### src/kcl_pkg.sv
// Shared types, constants and helpers for the keypad code lock.
// Used by the front classifier, the item queue, the back sequencer and the top level.
package kcl_pkg;

  localparam int KEY_COUNT        = 10;
  localparam int KEY_IDX_W        = 4;
  localparam int DIGIT_W          = 4;
  localparam int TICK_W           = 16;
  localparam int CODE_REG_W       = 16;
  localparam int DIGITS_OUT_W     = 3;
  localparam int CODE_LENGTH_DEF  = 4;
  localparam int S_TDATA_W        = 16;
  localparam int M_TDATA_W        = 16;
  localparam int APB_DATA_W       = 32;
  localparam int APB_ADDR_W       = 3;

  localparam logic [CODE_REG_W-1:0] SECRET_CODE_RST    = 16'h1234;
  localparam logic [TICK_W-1:0]     DEBOUNCE_TICKS_RST = 16'd10000;

  // Register indexes on the configuration port
  localparam logic REG_SECRET_CODE    = 1'b0;
  localparam logic REG_DEBOUNCE_TICKS = 1'b1;

  // Verdict codes
  localparam logic [1:0] VERDICT_NONE    = 2'd0;
  localparam logic [1:0] VERDICT_GRANTED = 2'd1;
  localparam logic [1:0] VERDICT_DENIED  = 2'd2;

  // Motor bridge settings, bit 0 = in1, bit 1 = in2
  localparam logic [1:0] BRIDGE_OFF     = 2'b00;
  localparam logic [1:0] BRIDGE_REVERSE = 2'b10;

  typedef enum logic [2:0] {
    PH_IDLE     = 3'd0,
    PH_COLLECT  = 3'd1,
    PH_DEBOUNCE = 3'd2,
    PH_RELEASE  = 3'd3,
    PH_HOLDOFF  = 3'd4,
    PH_DONE     = 3'd5
  } phase_t;

  // One classified item on its way from front to back
  typedef struct packed {
    logic [KEY_COUNT-1:0] key_map;
    logic [KEY_IDX_W-1:0] first_key;
    logic                 key_any;
    logic                 start_button;
    logic                 motor_button;
  } key_item_t;

  // Digit printed on each key of the matrix, in scan order
  function automatic logic [DIGIT_W-1:0] key_digit(input logic [KEY_IDX_W-1:0] idx);
    logic [DIGIT_W-1:0] d;
    case (idx)
      4'd0:    d = 4'd7;
      4'd1:    d = 4'd8;
      4'd2:    d = 4'd9;
      4'd3:    d = 4'd4;
      4'd4:    d = 4'd5;
      4'd5:    d = 4'd6;
      4'd6:    d = 4'd1;
      4'd7:    d = 4'd2;
      4'd8:    d = 4'd3;
      default: d = 4'd0;
    endcase
    return d;
  endfunction

endpackage

### src/kcl_front.sv
// Front end of the keypad code lock: unpacks an input item and finds the first pressed key.
// Depends on kcl_pkg for the item struct.
module kcl_front import kcl_pkg::*; (
  input  logic [S_TDATA_W-1:0] s_tdata,  // key_map[9:0], start_button[10], motor_button[11]
  output key_item_t            item
);

  logic [KEY_IDX_W-1:0] first_key;
  logic                 key_any;

  // Pick the lowest set bit of the key matrix
  always_comb begin
    first_key = '0;
    key_any   = 1'b0;
    for (int k = KEY_COUNT - 1; k >= 0; k--) begin
      if (s_tdata[k]) begin
        first_key = KEY_IDX_W'(k);
        key_any   = 1'b1;
      end
    end
  end

  // Build the classified item
  always_comb begin
    item.key_map      = s_tdata[KEY_COUNT-1:0];
    item.first_key    = first_key;
    item.key_any      = key_any;
    item.start_button = s_tdata[KEY_COUNT];
    item.motor_button = s_tdata[KEY_COUNT+1];
  end

endmodule

### src/kcl_queue.sv
// Two-entry item queue between the front and the back of the keypad code lock.
// Depends on kcl_pkg for the item struct.
module kcl_queue import kcl_pkg::*; (
  input  logic      clk,
  input  logic      rst,
  input  logic      push,
  input  key_item_t push_item,
  output logic      full,
  input  logic      pop,
  output logic      not_empty,
  output key_item_t head
);

  key_item_t  slots [2];
  logic       wr_ptr;
  logic       rd_ptr;
  logic [1:0] count;

  assign full      = (count == 2'd2);
  assign not_empty = (count != 2'd0);
  assign head      = slots[rd_ptr];

  // Advance pointers and fill count
  always_ff @(posedge clk) begin
    if (rst) begin
      wr_ptr <= 1'b0;
      rd_ptr <= 1'b0;
      count  <= 2'd0;
    end else begin
      if (push) wr_ptr <= ~wr_ptr;
      if (pop)  rd_ptr <= ~rd_ptr;
      case ({push, pop})
        2'b10:   count <= count + 2'd1;
        2'b01:   count <= count - 2'd1;
        default: count <= count;
      endcase
    end
  end

  // Store the pushed item
  always_ff @(posedge clk) begin
    if (push) slots[wr_ptr] <= push_item;
  end

endmodule

### src/kcl_back.sv
// Back end of the keypad code lock: session sequencer, digit store, code check, output register.
// Depends on kcl_pkg for the phase type, item struct, codes and key digit table.
module kcl_back import kcl_pkg::*; #(
  parameter int CODE_LENGTH = CODE_LENGTH_DEF
) (
  input  logic                  clk,
  input  logic                  rst,
  input  logic                  item_valid,
  input  key_item_t             item,
  output logic                  item_pop,
  input  logic [CODE_REG_W-1:0] secret_code,
  input  logic [TICK_W-1:0]     debounce_ticks,
  output logic                  m_tvalid,
  input  logic                  m_tready,
  output logic [M_TDATA_W-1:0]  m_tdata
);

  localparam int CNT_W = $clog2(CODE_LENGTH + 1);
  localparam int IDX_W = (CODE_LENGTH > 1) ? $clog2(CODE_LENGTH) : 1;
  localparam int EXT_W = DIGIT_W * CODE_LENGTH;

  phase_t             phase, phase_next;
  logic [TICK_W-1:0]  wait_counter, wait_counter_next;
  logic [KEY_IDX_W-1:0] held_key, held_key_next;
  logic [CNT_W-1:0]   digit_count, digit_count_next;
  logic [1:0]         verdict_reg, verdict_next;
  logic [1:0]         motor_reg, motor_next;
  logic [DIGIT_W-1:0] digit_store [CODE_LENGTH];
  logic               store_we;
  logic               echo;
  logic               count_done;
  logic               held_down;
  logic               store_full;
  logic               code_ok;
  logic [EXT_W+CODE_REG_W-1:0] code_ext;
  logic [M_TDATA_W-1:0] out_data;

  assign item_pop   = item_valid && (!m_tvalid || m_tready);
  assign count_done = (wait_counter <= TICK_W'(1));
  assign held_down  = item.key_map[held_key];
  assign store_full = (digit_count >= CNT_W'(CODE_LENGTH));
  assign code_ext   = (EXT_W + CODE_REG_W)'(secret_code);

  // Compare stored digits with the code, first digit in the top nibble
  always_comb begin
    code_ok = 1'b1;
    for (int i = 0; i < CODE_LENGTH; i++) begin
      if (digit_store[i] != code_ext[DIGIT_W*(CODE_LENGTH-1-i) +: DIGIT_W]) code_ok = 1'b0;
    end
  end

  // Next phase
  always_comb begin
    phase_next = phase;
    case (phase)
      PH_IDLE:     if (item.start_button) phase_next = PH_COLLECT;
      PH_COLLECT:  if (item.key_any) phase_next = PH_DEBOUNCE;
      PH_DEBOUNCE: if (count_done) phase_next = PH_RELEASE;
      PH_RELEASE:  if (!held_down) phase_next = PH_HOLDOFF;
      PH_HOLDOFF: begin
        if (count_done) phase_next = store_full ? PH_DONE : PH_COLLECT;
      end
      default:     phase_next = PH_DONE;
    endcase
  end

  // Datapath updates per phase
  always_comb begin
    wait_counter_next = wait_counter;
    held_key_next     = held_key;
    digit_count_next  = digit_count;
    verdict_next      = verdict_reg;
    motor_next        = motor_reg;
    store_we          = 1'b0;
    echo              = 1'b0;
    case (phase)
      PH_IDLE: begin
        if (item.start_button) digit_count_next = '0;
      end
      PH_COLLECT: begin
        if (item.key_any) begin
          held_key_next     = item.first_key;
          wait_counter_next = debounce_ticks;
        end
      end
      PH_DEBOUNCE: begin
        wait_counter_next = count_done ? '0 : wait_counter - TICK_W'(1);
      end
      PH_RELEASE: begin
        if (!held_down) begin
          if (!store_full) begin
            store_we         = 1'b1;
            digit_count_next = digit_count + CNT_W'(1);
          end
          echo              = 1'b1;
          wait_counter_next = debounce_ticks;
        end
      end
      PH_HOLDOFF: begin
        wait_counter_next = count_done ? '0 : wait_counter - TICK_W'(1);
        if (count_done && store_full) begin
          if (code_ok) begin
            verdict_next = VERDICT_GRANTED;
            motor_next   = item.motor_button ? BRIDGE_OFF : BRIDGE_REVERSE;
          end else begin
            verdict_next = VERDICT_DENIED;
            motor_next   = BRIDGE_OFF;
          end
        end
      end
      default: ;
    endcase
  end

  // Result item from the updated state
  always_comb begin
    out_data    = '0;
    out_data[0] = (phase_next == PH_COLLECT) || (phase_next == PH_DEBOUNCE) ||
                  (phase_next == PH_RELEASE) || (phase_next == PH_HOLDOFF);
    out_data[3:1] = DIGITS_OUT_W'(digit_count_next);
    out_data[4]   = echo;
    out_data[6:5] = verdict_next;
    out_data[7]   = motor_next[0];
    out_data[8]   = motor_next[1];
  end

  // Hold control state, advance on each popped item
  always_ff @(posedge clk) begin
    if (rst) begin
      phase        <= PH_IDLE;
      wait_counter <= '0;
      held_key     <= '0;
      digit_count  <= '0;
      verdict_reg  <= VERDICT_NONE;
      motor_reg    <= BRIDGE_OFF;
    end else if (item_pop) begin
      phase        <= phase_next;
      wait_counter <= wait_counter_next;
      held_key     <= held_key_next;
      digit_count  <= digit_count_next;
      verdict_reg  <= verdict_next;
      motor_reg    <= motor_next;
    end
  end

  // Store the accepted digit
  always_ff @(posedge clk) begin
    if (item_pop && store_we) digit_store[digit_count[IDX_W-1:0]] <= key_digit(held_key);
  end

  // Output register
  always_ff @(posedge clk) begin
    if (rst) begin
      m_tvalid <= 1'b0;
    end else if (item_pop) begin
      m_tvalid <= 1'b1;
    end else if (m_tready) begin
      m_tvalid <= 1'b0;
    end
  end

  always_ff @(posedge clk) begin
    if (item_pop) m_tdata <= out_data;
  end

  a_verdict_only_when_done: assert property (@(posedge clk) disable iff (rst)
    (verdict_reg != VERDICT_NONE) |-> (phase == PH_DONE))
    else $error("verdict set outside the done phase");

  a_done_is_final: assert property (@(posedge clk) disable iff (rst)
    (phase == PH_DONE) |=> (phase == PH_DONE))
    else $error("left the done phase without reset");

  a_count_bounded: assert property (@(posedge clk) disable iff (rst)
    digit_count <= CNT_W'(CODE_LENGTH))
    else $error("digit count beyond code length");

  a_collect_has_room: assert property (@(posedge clk) disable iff (rst)
    (phase == PH_COLLECT) |-> !store_full)
    else $error("collecting with a full digit store");

  a_in1_low: assert property (@(posedge clk) disable iff (rst)
    !motor_reg[0])
    else $error("motor input one driven high");

endmodule

### src/keypad_code_lock.sv
// Keypad code lock: one item per cycle while m_tready is high; each gives one result item.
// An accepted item is written to the queue and then popped into the output
// register, which raises m_tvalid to offer the result item.
// While a result waits on m_tready the queue holds up to two items; s_tready drops when full.
// Reset (rst, synchronous) empties the queue and output register and returns the
// sequencer to idle with the configuration registers at their defaults; no clearing pass.
module keypad_code_lock import kcl_pkg::*; #(
  parameter int CODE_LENGTH = CODE_LENGTH_DEF
) (
  input  logic                  clk,
  input  logic                  rst,
  input  logic                  s_tvalid,
  output logic                  s_tready,
  input  logic [S_TDATA_W-1:0]  s_tdata,  // key_map[9:0], start_button[10], motor_button[11]
  output logic                  m_tvalid,
  input  logic                  m_tready,
  // session_active[0], digits_entered[3:1], echo_star[4], verdict[6:5],
  // bridge_a[7], bridge_b[8]
  output logic [M_TDATA_W-1:0]  m_tdata,
  input  logic                  psel,
  input  logic                  penable,
  input  logic                  pwrite,
  input  logic [APB_ADDR_W-1:0] paddr,
  input  logic [APB_DATA_W-1:0] pwdata,
  output logic [APB_DATA_W-1:0] prdata,
  output logic                  pready
);

  logic [CODE_REG_W-1:0] secret_code;
  logic [TICK_W-1:0]     debounce_ticks;
  logic                  cfg_write;
  key_item_t             front_item;
  key_item_t             head_item;
  logic                  q_full;
  logic                  q_not_empty;
  logic                  q_pop;

  assign pready    = 1'b1;
  assign cfg_write = psel && penable && pwrite && pready;
  assign s_tready  = !q_full;

  // Configuration registers
  always_ff @(posedge clk) begin
    if (rst) begin
      secret_code    <= SECRET_CODE_RST;
      debounce_ticks <= DEBOUNCE_TICKS_RST;
    end else if (cfg_write) begin
      case (paddr[2])
        REG_SECRET_CODE:    secret_code    <= pwdata[CODE_REG_W-1:0];
        REG_DEBOUNCE_TICKS: debounce_ticks <= pwdata[TICK_W-1:0];
        default: ;
      endcase
    end
  end

  // Register read-back
  always_comb begin
    case (paddr[2])
      REG_SECRET_CODE:    prdata = APB_DATA_W'(secret_code);
      REG_DEBOUNCE_TICKS: prdata = APB_DATA_W'(debounce_ticks);
      default:            prdata = '0;
    endcase
  end

  kcl_front u_front (
    .s_tdata (s_tdata),
    .item    (front_item)
  );

  kcl_queue u_queue (
    .clk       (clk),
    .rst       (rst),
    .push      (s_tvalid && s_tready),
    .push_item (front_item),
    .full      (q_full),
    .pop       (q_pop),
    .not_empty (q_not_empty),
    .head      (head_item)
  );

  kcl_back #(
    .CODE_LENGTH (CODE_LENGTH)
  ) u_back (
    .clk            (clk),
    .rst            (rst),
    .item_valid     (q_not_empty),
    .item           (head_item),
    .item_pop       (q_pop),
    .secret_code    (secret_code),
    .debounce_ticks (debounce_ticks),
    .m_tvalid       (m_tvalid),
    .m_tready       (m_tready),
    .m_tdata        (m_tdata)
  );

endmodule

### config.mk
export PLATFORM = sky130hd
export DESIGN_NAME = keypad_code_lock
export DESIGN_NICKNAME = d
export VERILOG_FILES = /design/src/kcl_pkg.sv /design/src/kcl_front.sv /design/src/kcl_queue.sv /design/src/kcl_back.sv /design/src/keypad_code_lock.sv
export SDC_FILE = /design/constraint.sdc
export NUM_CORES = 1
export LEC_CHECK = 0
export BUFFER_PORTS_ARGS = -buffer_cell sky130_fd_sc_hd__clkbuf_2
export CAP_MARGIN = 30
export CORE_ASPECT_RATIO = 1.4
export CORE_MARGIN = 2
export CORE_UTILIZATION = 57
export CTS_CLUSTER_SIZE = 30
export DETAILED_ROUTE_END_ITERATION = 8
export HOLD_SLACK_MARGIN = 0.12
export PLACE_DENSITY = 0.81
export SLEW_MARGIN = 5
export SYNTH_ARGS = -nofsm -noshare
export SYNTH_HDL_FRONTEND = slang
export SYNTH_HIERARCHICAL = 1
export SYNTH_SLANG_ARGS = --single-unit
### constraint.sdc
create_clock -name clk -period 3 [get_ports clk]
set_clock_uncertainty 0.2 [all_clocks]
set_input_delay 0.6 -clock clk [delete_from_list [all_inputs] [get_ports clk]]
set_output_delay 0.6 -clock clk [all_outputs]
set_load 0.005 [all_outputs]
==> flow_summary.html, run 1 <==
<table>
<tr><th>Metric</th><th>Value</th></tr>
<tr><th colspan="2">Clock network</th></tr>
<tr><td>Clock-pin transition on the worst setup and hold timing paths</td><td>0.06 ns</td></tr>
<tr><td>Number of gates resized after cts</td><td>0</td></tr>
<tr><td>Total clock buffers created by CTS</td><td>17</td></tr>
<tr><td>Clock network latency to the later pin of the worst-skew pair</td><td>0.42 ns</td></tr>
<tr><td>Post-CTS setup buffers</td><td>0</td></tr>
<tr><td>TritonCTS clock tree</td><td>built</td></tr>
<tr><td>Root Driver</td><td>clkbuf_16</td></tr>
<tr><td>Max Buffers Root-to-Sink</td><td>2</td></tr>
<tr><td>H-tree levels</td><td>4</td></tr>
<tr><td>Hold bufs inserted after CTS</td><td>0</td></tr>
<tr><td>Clock sink count</td><td>131</td></tr>
<tr><th colspan="2">STA</th></tr>
<tr><td>Least-Margin Pin Slew</td><td>0.789 ns</td></tr>
<tr><td>Crit path time final</td><td>2.78 ns</td></tr>
<tr><td>Setup repair after global routing missed its margin</td><td>no</td></tr>
<tr><td>Hold Fails Final Rpt</td><td>0</td></tr>
<tr><td>Final setup vio count</td><td>0</td></tr>
<tr><td>Highest attainable clock frequency</td><td>0.360 GHz</td></tr>
<tr><td>Final critical-path share of the clock period</td><td>0.926</td></tr>
<tr><td>Worst relative slew slack</td><td>0.474</td></tr>
<tr><td>TNS Setup</td><td>0 ns</td></tr>
<tr><td>Count of pins over their slew limit</td><td>0</td></tr>
<tr><th colspan="2">Layout</th></tr>
<tr><td>Area added between synthesis and finish</td><td>12.7%</td></tr>
<tr><td>Final layout net count</td><td>727</td></tr>
<tr><td>Fin cells</td><td>818</td></tr>
<tr><td>Share of layout cells above drive strength 1</td><td>0.230</td></tr>
<tr><td>Register with the highest flop count</td><td>u_queue/slots</td></tr>
<tr><td>Max FFs per register</td><td>34</td></tr>
<tr><td>End-of-flow core utilization</td><td>0.654</td></tr>
<tr><td>Antenna cell count</td><td>0</td></tr>
<tr><th colspan="2">Worst setup path</th></tr>
<tr><td>Worst path slowest cell</td><td>dfxtp_1</td></tr>
<tr><td>Crit Path Max Fanout</td><td>12</td></tr>
<tr><td>Count of buffer and inverter cells on the critical path</td><td>2</td></tr>
<tr><td>Critical path's top delay family</td><td>flip-flops</td></tr>
<tr><td>Arrival time reported for the critical path endpoint</td><td>2.90 ns</td></tr>
<tr><td>Minimum setup slack among reg-to-reg paths</td><td>0.22 ns</td></tr>
<tr><td>Type of destination of the critical path</td><td>flip-flop</td></tr>
<tr><td>Cell-by-cell listing of the critical path</td><td>buf_4 &gt; mux2_2 &gt; nand4_1 &gt; mux2i_1 &gt; nor2_1 &gt; inv_1 &gt; ha_1 &gt; o21a_1 &gt; a211oi_1</td></tr>
<tr><td>Path type of the worst setup path</td><td>reg -&gt; reg</td></tr>
<tr><td>Longest individual stage delay on the worst path</td><td>0.63 ns</td></tr>
<tr><td>Data required time of the worst path</td><td>3.12 ns</td></tr>
<tr><td>Critical path startpoint category</td><td>flip-flop</td></tr>
<tr><th colspan="2">Hold path</th></tr>
<tr><td>Type of the most critical hold path</td><td>in -&gt; reg</td></tr>
<tr><th colspan="2">Synth</th></tr>
<tr><td>Asr flop ratio synth</td><td>0</td></tr>
<tr><td>Number of flops mapped to enable cells by yosys</td><td>59</td></tr>
<tr><td>Summed instance area of the synthesized netlist</td><td>6510 um2</td></tr>
<tr><td>Mapped Cells</td><td>613</td></tr>
<tr><td>Yosys reg bits</td><td>131</td></tr>
<tr><td>Synthesis Warnings</td><td>6</td></tr>
<tr><td>Most instantiated flip-flop cell in the synthesis netlist</td><td>dfxtp_1</td></tr>
<tr><td>Syn avg cell area</td><td>10.6 um2</td></tr>
<tr><td>Post-synth cell types</td><td>60</td></tr>
<tr><td>Part of the Yosys area used for sequential elements</td><td>0.493</td></tr>
<tr><th colspan="2">Routing</th></tr>
<tr><td>Final routed wirelength across all metal layers</td><td>14.0 mm</td></tr>
<tr><td># DRC</td><td>0</td></tr>
<tr><td>Vias per Instance</td><td>5.66</td></tr>
<tr><td>Total number of vias</td><td>4627</td></tr>
<tr><td>Highest routing layer actually used</td><td>met4</td></tr>
<tr><td>Sum of met3 wire segment lengths after detailed routing</td><td>603 um</td></tr>
<tr><td>Met2 wirelength from detailed routing</td><td>7.51 mm</td></tr>
<tr><td>DRT iter0 DRCs</td><td>205</td></tr>
<tr><td>Drt wl/cell</td><td>17.1 um</td></tr>
<tr><td>Post-route ant nets</td><td>0</td></tr>
<tr><td>Total iterations of the first detailed-routing run</td><td>5</td></tr>
<tr><td>Metal-1 WL</td><td>5.29 mm</td></tr>
<tr><th colspan="2">Floorplanning</th></tr>
<tr><td>Width of the die</td><td>94.3 um</td></tr>
<tr><td>Initial Util</td><td>0.580</td></tr>
<tr><td>Core Footprint</td><td>11200 um2</td></tr>
<tr><td>Count of standard-cell rows</td><td>46</td></tr>
<tr><td>Top-Level Pins</td><td>109</td></tr>
<tr><td>Die H</td><td>130 um</td></tr>
<tr><td>Die area</td><td>12300 um2</td></tr>
<tr><th colspan="2">Status</th></tr>
<tr><td>Result of the run</td><td>complete, no violations</td></tr>
<tr><th colspan="2">Power</th></tr>
<tr><td>Sequential group share of total power</td><td>0.388</td></tr>
<tr><td>Switching power share of the total</td><td>0.321</td></tr>
<tr><td>PD cells</td><td>813 nW/um2</td></tr>
<tr><td>Clock share of power</td><td>0.351</td></tr>
<tr><td>Part of the total power dissipated in combinational logic</td><td>0.262</td></tr>
<tr><td>Worst-case vdd ir drop</td><td>0.000462 V</td></tr>
<tr><td>Switching power</td><td>1.91 mW</td></tr>
<tr><td>Leakage dissipation</td><td>2.86 nW</td></tr>
<tr><td>Internal</td><td>4.05 mW</td></tr>
<tr><th colspan="2">Global routing</th></tr>
<tr><td>Combined global-route utilization of all metal layers</td><td>0.232</td></tr>
<tr><td>Via count of the first global-routing pass</td><td>4479</td></tr>
<tr><td>Maximum number of pins on one net before global-route repair</td><td>82</td></tr>
<tr><td>Remaining global-route overflow</td><td>0</td></tr>
<tr><td>Global-route wire length before repair</td><td>21.7 mm</td></tr>
<tr><td>Number of antenna violations at the first check in global routing</td><td>0</td></tr>
<tr><th colspan="2">Place</th></tr>
<tr><td>Half-perimeter wire length of the detailed placement result</td><td>9.73 mm</td></tr>
<tr><td>GPL Wtd Cong</td><td>0.851</td></tr>
<tr><td>Placed Cells</td><td>786</td></tr>
<tr><td>Count of buffers from port buffering</td><td>62</td></tr>
<tr><th colspan="2">Run</th></tr>
<tr><td>Count of max-cap constraint violations</td><td>0</td></tr>
</table>
cell usage after synthesis, drive strengths merged, types with 10 or more instances:
master / n / area (um2)
o21ai: 17 / 85.1
mux2: 33 / 372
buf: 51 / 397
nand2b: 38 / 238
mux2i: 43 / 430
clkbuf: 16 / 70.1
inv: 18 / 67.6
a21oi: 26 / 130
nor2: 65 / 244
dfxtp: 72 / 1440
a221oi: 10 / 93.8
xnor2: 21 / 184
edfxtp: 59 / 1770
nand2: 27 / 101
area by class of cell:
class / count / area (um2)
timing repair buffer: 75 / 420
sequential: 131 / 3210
clock buffer: 21 / 504
multi-input combinational: 418 / 2840
tap: 144 / 180
clock inverter: 11 / 108
fill: 882 / 3890
inverter: 18 / 67.6
layer usage:
metal / vias to the layer above / global-route usage
li1: 2217 / -
met1: 2222 / 0.248
met2: 153 / 0.421
met3: 35 / 0.0528
met4: 0 / 0.127
met5: - / 0
layout by cell type (no fill, tap or decap), types with 7 or more instances in the layout:
cell,netlist,layout
a221oi_1,9,9
ha_1,8,8
nand3_1,9,9
dfxtp_1,72,72
nor4_1,7,7
a21oi_1,26,26
conb_1,3,24
o21ai_0,17,17
buf_4,39,12
inv_1,18,18
a211oi_1,8,8
mux2i_1,43,43
nor2_1,65,65
clkbuf_16,0,20
nor3_1,7,7
nand4_1,8,8
xnor2_1,21,21
clkbuf_2,0,62
edfxtp_1,59,59
nand2b_1,38,38
mux2_2,33,33
nand2_1,27,27
power by group through the flow:
stage | Combinational (mW) | Clock, mW | Sequential, mW
finish | 1.56 | 2.09 | 2.31
global route | 1.72 | 2.18 | 2.34
CTS | 1.54 | 2.11 | 2.31
detailed placement | 1.51 | 0 | 2.34
global placement | 1.47 | 0 | 2.33
floorplan | 1.21 | 0 | 2.27
logic make-up after synthesis:
logic type,share of synthesized area
simple gates,0.159
flops,0.493
compound gates,0.0905
buf+inv,0.0821
mux,0.123
xor+xnor,0.0350
fa+ha+maj,0.0154
other cells,0.00173
stage by stage:
step | setup WS (ns) | area, um2 | power (mW) | hold WS, ns
finish | 0.223 | 7340 | 5.96 | 0.173
global route | 0.0706 | 7340 | 6.24 | 0.170
CTS | 0.228 | 7340 | 5.97 | 0.159
detailed placement | 0.259 | 6720 | 3.85 | 0.258
global placement | 0.348 | 6720 | 3.80 | 0.261
floorplan | 0.248 | 6590 | 3.48 | 0.238
final timing paths:
check | start | to | cells past startpoint
worst max-delay path | flip-flop | flip-flop | 9
worst min-delay path | s_tdata[11] | u_queue/slots[0][0] | 1
worst max register to register | flip-flop | flip-flop | 9
worst min register to register | flip-flop | u_back/digit_store[1][0] | 0
(Power assumes the default switching activity.)
==> run 2: changes to the inputs <==
- ABC_AREA: not set -> 1
- PLACE_DENSITY: 0.81 -> 0.8
==> run 2 against run 1 <==
Against the previous run: die area rose by 3.6%; synthesized cell count grew 37%; highest routed layer unchanged; clock power up 2%; non-clock buffer count down 3; critical path type unchanged.
==> flow_summary.html, run 2 <==
<table>
<tr><th>Metric</th><th>Value</th></tr>
<tr><th colspan="2">Power</th></tr>
<tr><td>Clock share of power</td><td>0.294</td></tr>
<tr><td>Sequential group share of total power</td><td>0.346</td></tr>
<tr><td>Internal</td><td>4.61 mW</td></tr>
<tr><td>Switching power</td><td>2.63 mW</td></tr>
<tr><td>Leakage dissipation</td><td>3.60 nW</td></tr>
<tr><td>Worst-case vdd ir drop</td><td>0.000554 V</td></tr>
<tr><td>Part of the total power dissipated in combinational logic</td><td>0.361</td></tr>
<tr><td>Switching power share of the total</td><td>0.363</td></tr>
<tr><td>PD cells</td><td>954 nW/um2</td></tr>
<tr><td>Total Power Consumption</td><td>7.24 mW</td></tr>
<tr><th colspan="2">Run</th></tr>
<tr><td>Count of max-cap constraint violations</td><td>0</td></tr>
<tr><th colspan="2">STA</th></tr>
<tr><td>Worst relative slew slack</td><td>0.532</td></tr>
<tr><td>Count of pins over their slew limit</td><td>0</td></tr>
<tr><td>TNS Setup</td><td>0 ns</td></tr>
<tr><td>Least-Margin Pin Slew</td><td>0.702 ns</td></tr>
<tr><td>Hold Fails Final Rpt</td><td>0</td></tr>
<tr><td>Setup repair after global routing missed its margin</td><td>no</td></tr>
<tr><td>Final critical-path share of the clock period</td><td>0.839</td></tr>
<tr><td>Final setup vio count</td><td>0</td></tr>
<tr><td>Highest attainable clock frequency</td><td>0.397 GHz</td></tr>
<tr><td>Crit path time final</td><td>2.52 ns</td></tr>
<tr><th colspan="2">Routing</th></tr>
<tr><td>Drt wl/cell</td><td>12.8 um</td></tr>
<tr><td># DRC</td><td>0</td></tr>
<tr><td>Total iterations of the first detailed-routing run</td><td>6</td></tr>
<tr><td>DRT iter0 DRCs</td><td>303</td></tr>
<tr><td>Final routed wirelength across all metal layers</td><td>13.4 mm</td></tr>
<tr><td>Post-route ant nets</td><td>0</td></tr>
<tr><td>Vias per Instance</td><td>5.02</td></tr>
<tr><td>Total number of vias</td><td>5269</td></tr>
<tr><th colspan="2">Global routing</th></tr>
<tr><td>Number of antenna violations at the first check in global routing</td><td>0</td></tr>
<tr><td>GR met1 Demand/Resource</td><td>0.241</td></tr>
<tr><td>Met3 track utilization from global routing</td><td>0.0501</td></tr>
<tr><td>Most congested layer reported by global routing</td><td>met2</td></tr>
<tr><td>Via count of the first global-routing pass</td><td>4831</td></tr>
<tr><td>Combined global-route utilization of all metal layers</td><td>0.219</td></tr>
<tr><td>Global-route wire length before repair</td><td>21.5 mm</td></tr>
<tr><td>Remaining global-route overflow</td><td>0</td></tr>
<tr><td>Met2 GRT Util</td><td>0.386</td></tr>
<tr><td>Maximum number of pins on one net before global-route repair</td><td>33</td></tr>
<tr><th colspan="2">Floorplanning</th></tr>
<tr><td>Core Footprint</td><td>11700 um2</td></tr>
<tr><td>Die H</td><td>133 um</td></tr>
<tr><td>Initial Util</td><td>0.577</td></tr>
<tr><td>Count of standard-cell rows</td><td>47</td></tr>
<tr><td>Width of the die</td><td>96.0 um</td></tr>
<tr><td>Die area</td><td>12800 um2</td></tr>
<tr><td>Top-Level Pins</td><td>109</td></tr>
<tr><th colspan="2">Synth</th></tr>
<tr><td>Dominant cells by area after synthesis</td><td>edfxtp_1, dfxtp_1, nand2_1</td></tr>
<tr><td>Post-synth top area share</td><td>0.262</td></tr>
<tr><td>Yosys reg bits</td><td>131</td></tr>
<tr><td>Part of the Yosys area used for sequential elements</td><td>0.475</td></tr>
<tr><td>Library cell with the largest summed area after synthesis</td><td>edfxtp_1</td></tr>
<tr><td>Synthesis Warnings</td><td>6</td></tr>
<tr><td>Summed instance area of the synthesized netlist</td><td>6760 um2</td></tr>
<tr><td>Post-synth cell types</td><td>37</td></tr>
<tr><td>Asr flop ratio synth</td><td>0</td></tr>
<tr><td>Number of flops mapped to enable cells by yosys</td><td>59</td></tr>
<tr><td>Mapped Cells</td><td>838</td></tr>
<tr><td>Syn avg cell area</td><td>8.06 um2</td></tr>
<tr><td>Synth cell count leaders</td><td>nand2_1, nor2_1, inv_1</td></tr>
<tr><td>Most instantiated flip-flop cell in the synthesis netlist</td><td>dfxtp_1</td></tr>
<tr><td>Most instantiated library cell after synthesis</td><td>nand2_1</td></tr>
<tr><th colspan="2">Layout</th></tr>
<tr><td>Most frequent cells in the layout</td><td>nand2_1, nor2_1, inv_1</td></tr>
<tr><td>Fin cells</td><td>1049</td></tr>
<tr><td>Antenna cell count</td><td>0</td></tr>
<tr><td>Share of layout cells above drive strength 1</td><td>0.160</td></tr>
<tr><td>Register with the highest flop count</td><td>u_queue/slots</td></tr>
<tr><td>Most common cell after layout, fill and taps aside</td><td>nand2_1</td></tr>
<tr><td>Max FFs per register</td><td>34</td></tr>
<tr><td>End-of-flow core utilization</td><td>0.648</td></tr>
<tr><td>Final layout net count</td><td>955</td></tr>
<tr><td>Area added between synthesis and finish</td><td>12.2%</td></tr>
<tr><th colspan="2">Clock network</th></tr>
<tr><td>Clock network latency to the later pin of the worst-skew pair</td><td>0.42 ns</td></tr>
<tr><td>Clock-pin transition on the worst setup and hold timing paths</td><td>0.05 ns</td></tr>
<tr><td>Root Driver</td><td>clkbuf_16</td></tr>
<tr><td>TritonCTS clock tree</td><td>built</td></tr>
<tr><td>Post-CTS setup buffers</td><td>0</td></tr>
<tr><td>Total clock buffers created by CTS</td><td>17</td></tr>
<tr><td>Clock sink count</td><td>131</td></tr>
<tr><td>H-tree levels</td><td>4</td></tr>
<tr><td>Max Buffers Root-to-Sink</td><td>2</td></tr>
<tr><td>Hold bufs inserted after CTS</td><td>0</td></tr>
<tr><td>Number of gates resized after cts</td><td>0</td></tr>
<tr><th colspan="2">Worst setup path</th></tr>
<tr><td>Critical path startpoint category</td><td>flip-flop</td></tr>
<tr><td>Path type of the worst setup path</td><td>reg -&gt; reg</td></tr>
<tr><td>Data required time of the worst path</td><td>2.87 ns</td></tr>
<tr><td>Type of destination of the critical path</td><td>flip-flop</td></tr>
<tr><td>Crit Path Max Fanout</td><td>17</td></tr>
<tr><td>Arrival time reported for the critical path endpoint</td><td>2.39 ns</td></tr>
<tr><th colspan="2">Place</th></tr>
<tr><td>Count of buffers from port buffering</td><td>62</td></tr>
<tr><td>Placed Cells</td><td>1017</td></tr>
<tr><td>Half-perimeter wire length of the detailed placement result</td><td>9.40 mm</td></tr>
<tr><td>GPL Wtd Cong</td><td>0.848</td></tr>
<tr><th colspan="2">Hold path</th></tr>
<tr><td>Type of the most critical hold path</td><td>in -&gt; reg</td></tr>
<tr><th colspan="2">Status</th></tr>
<tr><td>Result of the run</td><td>complete, no violations</td></tr>
</table>
-- run 2: cells by family (layout without fill, tap and decap cells) --
group | count (synthesis) | after routing | share of synthesized area
compound gates | 53 | 53 | 0.0417
other cells | 3 | 24 | 0.00167
mux | 17 | 17 | 0.0339
buf+inv | 160 | 203 | 0.122
fa+ha+maj | 8 | 8 | 0.0148
simple gates | 439 | 439 | 0.276
xor+xnor | 27 | 27 | 0.0350
flops | 131 | 131 | 0.475
-- run 2: worst paths after layout --
path | slack [ns] | start | cells past startpoint | endpoint
worst max-delay path | 0.48 | flip-flop | 10 | u_back/digit_store[0][0]
worst max register to register | 0.48 | flip-flop | 10 | u_back/digit_store[0][0]
worst min register to register | 0.26 | u_back/verdict_reg[1] | 2 | u_back/verdict_reg[1]
worst min-delay path | 0.19 | s_tdata[11] | 1 | u_queue/slots[1][0]
-- run 2: metal layers --
metal / wire length (um) / up-vias
li1: - / 2679
met1: 5220 / 2428
met2: 7150 / 138
met3: 640 / 24
met4: 376 / 0
met5: 0 / -
-- run 2: area by class of cell --
class | count | area, um2
inverters | 99 | 372
clock buffers | 18 | 429
clock inverters | 14 | 188
multi-input cells | 568 | 2800
flip-flops and latches | 131 | 3210
well taps | 147 | 184
fillers | 956 | 4120
repair buffers | 72 | 398
-- run 2: through the flow --
stage	hold WS (ns)	setup WS, ns	cell area (um2)
2_1_floorplan	0.223	0.509	6840
3_3_place_gp	0.232	0.521	6970
3_5_place_dp	0.238	0.468	6970
4_1_cts	0.167	0.459	7580
5_1_grt	0.177	0.306	7580
6_report	0.187	0.484	7580
-- run 2: critical path: stages (launching register included) --
cell	delay, ns
dfxtp_1	0.35
buf_12	0.18
mux2_4	0.32
or2_0	0.23
nand2_1	0.07
nand3_1	0.08
nand3_2	0.10
nand2_4	0.08
nor2_2	0.12
nand3_1	0.13
nor2_1	0.32
-- run 2: power by group through the flow --
| stage | clock [mW] | combinational (mW) | sequential (mW) |
|---|---|---|---|
| 6_report | 2.13 | 2.61 | 2.50 |
| 5_1_grt | 2.24 | 3.00 | 2.54 |
| 4_1_cts | 2.15 | 2.61 | 2.50 |
| 3_5_place_dp | 0 | 2.57 | 2.53 |
| 3_3_place_gp | 0 | 2.52 | 2.52 |
| 2_1_floorplan | 0 | 2.10 | 2.48 |
==> run 3: changes to the inputs <==
- clock period: 3 -> 2.6 ns (I/O delays scaled with it)
==> run 3 against run 2 <==
Against the previous run: global-route usage is essentially flat; worst setup slack lost 0.41 ns; critical path type unchanged; cell area grew 1.0%; sequential power grew 16%.
==> flow_summary.html, run 3 (synthesis results as in run 2) <==
<table>
<tr><th>Metric</th><th>Value</th></tr>
<tr><th colspan="2">Power</th></tr>
<tr><td>Switching power share of the total</td><td>0.365</td></tr>
<tr><td>PD cells</td><td>1080 nW/um2</td></tr>
<tr><td>Sequential group share of total power</td><td>0.352</td></tr>
<tr><td>Leakage dissipation</td><td>3.64 nW</td></tr>
<tr><td>Total Power Consumption</td><td>8.24 mW</td></tr>
<tr><td>Worst-case vdd ir drop</td><td>0.000489 V</td></tr>
<tr><td>Internal</td><td>5.23 mW</td></tr>
<tr><td>Part of the total power dissipated in combinational logic</td><td>0.368</td></tr>
<tr><td>Switching power</td><td>3.00 mW</td></tr>
<tr><td>Clock share of power</td><td>0.281</td></tr>
<tr><th colspan="2">STA</th></tr>
<tr><td>Highest attainable clock frequency</td><td>0.396 GHz</td></tr>
<tr><td>Final critical-path share of the clock period</td><td>0.971</td></tr>
<tr><td>Setup repair after global routing missed its margin</td><td>yes</td></tr>
<tr><td>Crit path time final</td><td>2.53 ns</td></tr>
<tr><td>Final setup vio count</td><td>0</td></tr>
<tr><td>TNS Setup</td><td>0 ns</td></tr>
<tr><td>Count of pins over their slew limit</td><td>0</td></tr>
<tr><td>Worst relative slew slack</td><td>0.644</td></tr>
<tr><td>Hold Fails Final Rpt</td><td>0</td></tr>
<tr><td>Least-Margin Pin Slew</td><td>0.533 ns</td></tr>
<tr><th colspan="2">Layout</th></tr>
<tr><td>Area added between synthesis and finish</td><td>13.3%</td></tr>
<tr><td>Max FFs per register</td><td>34</td></tr>
<tr><td>Most common cell after layout, fill and taps aside</td><td>nand2_1</td></tr>
<tr><td>Antenna cell count</td><td>0</td></tr>
<tr><td>Final layout net count</td><td>965</td></tr>
<tr><td>Most frequent cells in the layout</td><td>nand2_1, nor2_1, inv_1</td></tr>
<tr><td>Share of layout cells above drive strength 1</td><td>0.163</td></tr>
<tr><td>Register with the highest flop count</td><td>u_queue/slots</td></tr>
<tr><td>Fill cell instance count of the final layout</td><td>973</td></tr>
<tr><th colspan="2">Worst setup path</th></tr>
<tr><td>Type of destination of the critical path</td><td>flip-flop</td></tr>
<tr><td>Last element of the critical path</td><td>u_back/digit_store[0][2]</td></tr>
<tr><td>Path type of the worst setup path</td><td>reg -&gt; reg</td></tr>
<tr><td>Arrival time reported for the critical path endpoint</td><td>2.39 ns</td></tr>
<tr><td>Crit Path Max Fanout</td><td>14</td></tr>
<tr><td>Minimum setup slack among reg-to-reg paths</td><td>0.07 ns</td></tr>
<tr><td>Data required time of the worst path</td><td>2.47 ns</td></tr>
<tr><td>FF-to-FF path depth</td><td>10</td></tr>
<tr><td>Critical path startpoint category</td><td>flip-flop</td></tr>
<tr><td>FF-to-FF End</td><td>u_back/digit_store[0][2]</td></tr>
<tr><th colspan="2">Place</th></tr>
<tr><td>Half-perimeter wire length of the detailed placement result</td><td>9.35 mm</td></tr>
<tr><td>Count of buffers from port buffering</td><td>62</td></tr>
<tr><td>GPL Wtd Cong</td><td>0.860</td></tr>
<tr><th colspan="2">Floorplanning</th></tr>
<tr><td>Count of standard-cell rows</td><td>47</td></tr>
<tr><td>Die area</td><td>12800 um2</td></tr>
<tr><td>Core Footprint</td><td>11700 um2</td></tr>
<tr><td>Width of the die</td><td>96.0 um</td></tr>
<tr><td>Die H</td><td>133 um</td></tr>
<tr><td>Top-Level Pins</td><td>109</td></tr>
<tr><td>Initial Util</td><td>0.577</td></tr>
<tr><th colspan="2">Routing</th></tr>
<tr><td>DRT iter0 DRCs</td><td>265</td></tr>
<tr><td>Highest routing layer actually used</td><td>met4</td></tr>
<tr><td>Sum of met3 wire segment lengths after detailed routing</td><td>690 um</td></tr>
<tr><td>Met2 wirelength from detailed routing</td><td>7.30 mm</td></tr>
<tr><td>Final routed wirelength across all metal layers</td><td>13.5 mm</td></tr>
<tr><td>Total iterations of the first detailed-routing run</td><td>7</td></tr>
<tr><td>Total number of vias</td><td>5286</td></tr>
<tr><td>Metal-1 WL</td><td>5.17 mm</td></tr>
<tr><td># DRC</td><td>0</td></tr>
<tr><td>Drt wl/cell</td><td>12.8 um</td></tr>
<tr><td>Post-route ant nets</td><td>0</td></tr>
<tr><td>Vias per Instance</td><td>4.99</td></tr>
<tr><th colspan="2">Global routing</th></tr>
<tr><td>Via count of the first global-routing pass</td><td>4867</td></tr>
<tr><td>Number of antenna violations at the first check in global routing</td><td>0</td></tr>
<tr><td>Remaining global-route overflow</td><td>0</td></tr>
<tr><td>Global-route wire length before repair</td><td>21.5 mm</td></tr>
<tr><td>Combined global-route utilization of all metal layers</td><td>0.219</td></tr>
<tr><td>Maximum number of pins on one net before global-route repair</td><td>33</td></tr>
<tr><th colspan="2">Clock network</th></tr>
<tr><td>Clock sink count</td><td>131</td></tr>
<tr><td>Total clock buffers created by CTS</td><td>17</td></tr>
<tr><td>TritonCTS clock tree</td><td>built</td></tr>
<tr><td>Max Buffers Root-to-Sink</td><td>2</td></tr>
<tr><td>Root Driver</td><td>clkbuf_16</td></tr>
<tr><td>Clock network latency to the later pin of the worst-skew pair</td><td>0.41 ns</td></tr>
<tr><td>Clock-pin transition on the worst setup and hold timing paths</td><td>0.05 ns</td></tr>
<tr><td>H-tree levels</td><td>4</td></tr>
<tr><th colspan="2">Status</th></tr>
<tr><td>Result of the run</td><td>complete, no violations</td></tr>
<tr><th colspan="2">Hold path</th></tr>
<tr><td>Type of the most critical hold path</td><td>in -&gt; reg</td></tr>
<tr><th colspan="2">Run</th></tr>
<tr><td>Count of max-cap constraint violations</td><td>0</td></tr>
</table>
==> run 3: cell count changes in the layout (fill, tap and decap cells not counted), moves of 2 or more <==
| cell | previous run | this run |
|---|---|---|
| dlygate4sd3_1 | 0 | 7 |
| buf_4 | 9 | 12 |
| clkbuf_8 | 0 | 3 |
| clkinv_4 | 4 | 1 |
| bufinv_16 | 4 | 2 |
| inv_4 | 0 | 2 |
| nor3_1 | 9 | 7 |
| nor3_2 | 3 | 5 |
==> run 3: worst min path at each step <==
stage                          start                    end  slack (ns)  depth (start not counted)
4_1_cts                   s_tdata[3]   u_queue/slots[1][10]        0.12                          1
2_1_floorplan  u_back/verdict_reg[1]  u_back/verdict_reg[1]        0.22                          2
5_1_grt                   s_tdata[7]   u_queue/slots[0][14]        0.13                          1
6_report                  s_tdata[3]   u_queue/slots[1][10]        0.14                          1
3_5_place_dp   u_back/verdict_reg[1]  u_back/verdict_reg[1]        0.24                          2
3_3_place_gp   u_back/verdict_reg[1]  u_back/verdict_reg[1]        0.23                          2
==> run 3: stage by stage <==
step                      instance area [um2]  utilization  std cells  worst slack [ns]  hold slack, ns
after CTS                                7640        0.653       1059            0.0733           0.122
after global placement                   6990        0.597       1020             0.139           0.232
after detailed placement                 6990        0.597       1020            0.0939           0.238
after global routing                     7660        0.654       1059           -0.0781           0.128
final                                    7660        0.654       1059            0.0742           0.139
after floorplan                          6840            -        859             0.182           0.223
==> run 3: worst max-delay path, stage by stage (launching register included) <==
cell and delay, ns:
dfxtp_1 0.37, buf_12 0.18, mux2_4 0.31, or2_0 0.22, nand2_1 0.07, nand3_1 0.08, nand3_2 0.10, nand2_4 0.08
nor2_2 0.13, nand3_1 0.14, nor2_1 0.30
==> run 3: final cells by class <==
| cell class | instances | area, um2 | share of cell area |
|---|---|---|---|
| Sequential cell | 131 | 3210 | 0.420 |
| Inverter | 99 | 372 | 0.0485 |
| Timing Repair Buffer | 82 | 490 | 0.0640 |
| Clock buffer | 23 | 482 | 0.0629 |
| Tap cell | 147 | 184 | 0.0240 |
| Clock inverter | 9 | 101 | 0.0132 |
| Multi-Input combinational cell | 568 | 2820 | 0.368 |
==> run 3: metal layers <==
metal / global-route usage / vias to the layer above
li1: - / 2699
met1: 0.239 / 2404
met2: 0.390 / 159
met3: 0.0518 / 24
met4: 0.103 / 0
met5: 0 / -
==> run 3: repair_timing <==
action / CTS / global route
setup endpoints to repair: 0 / 33
endpoints found under the hold margin: 14 / 0
buffers inserted: 0 / 0
gates resized for setup: 0 / 4
hold buffers: 7 / 0
==> run 3: power by group through the flow <==
stage	sequential (mW)	combinational, mW	clock [mW]
floorplan	2.86	2.42	0
global placement	2.92	2.90	0
detailed placement	2.93	2.96	0
CTS	2.89	3.00	2.35
global route	2.94	3.45	2.45
finish	2.90	3.03	2.31
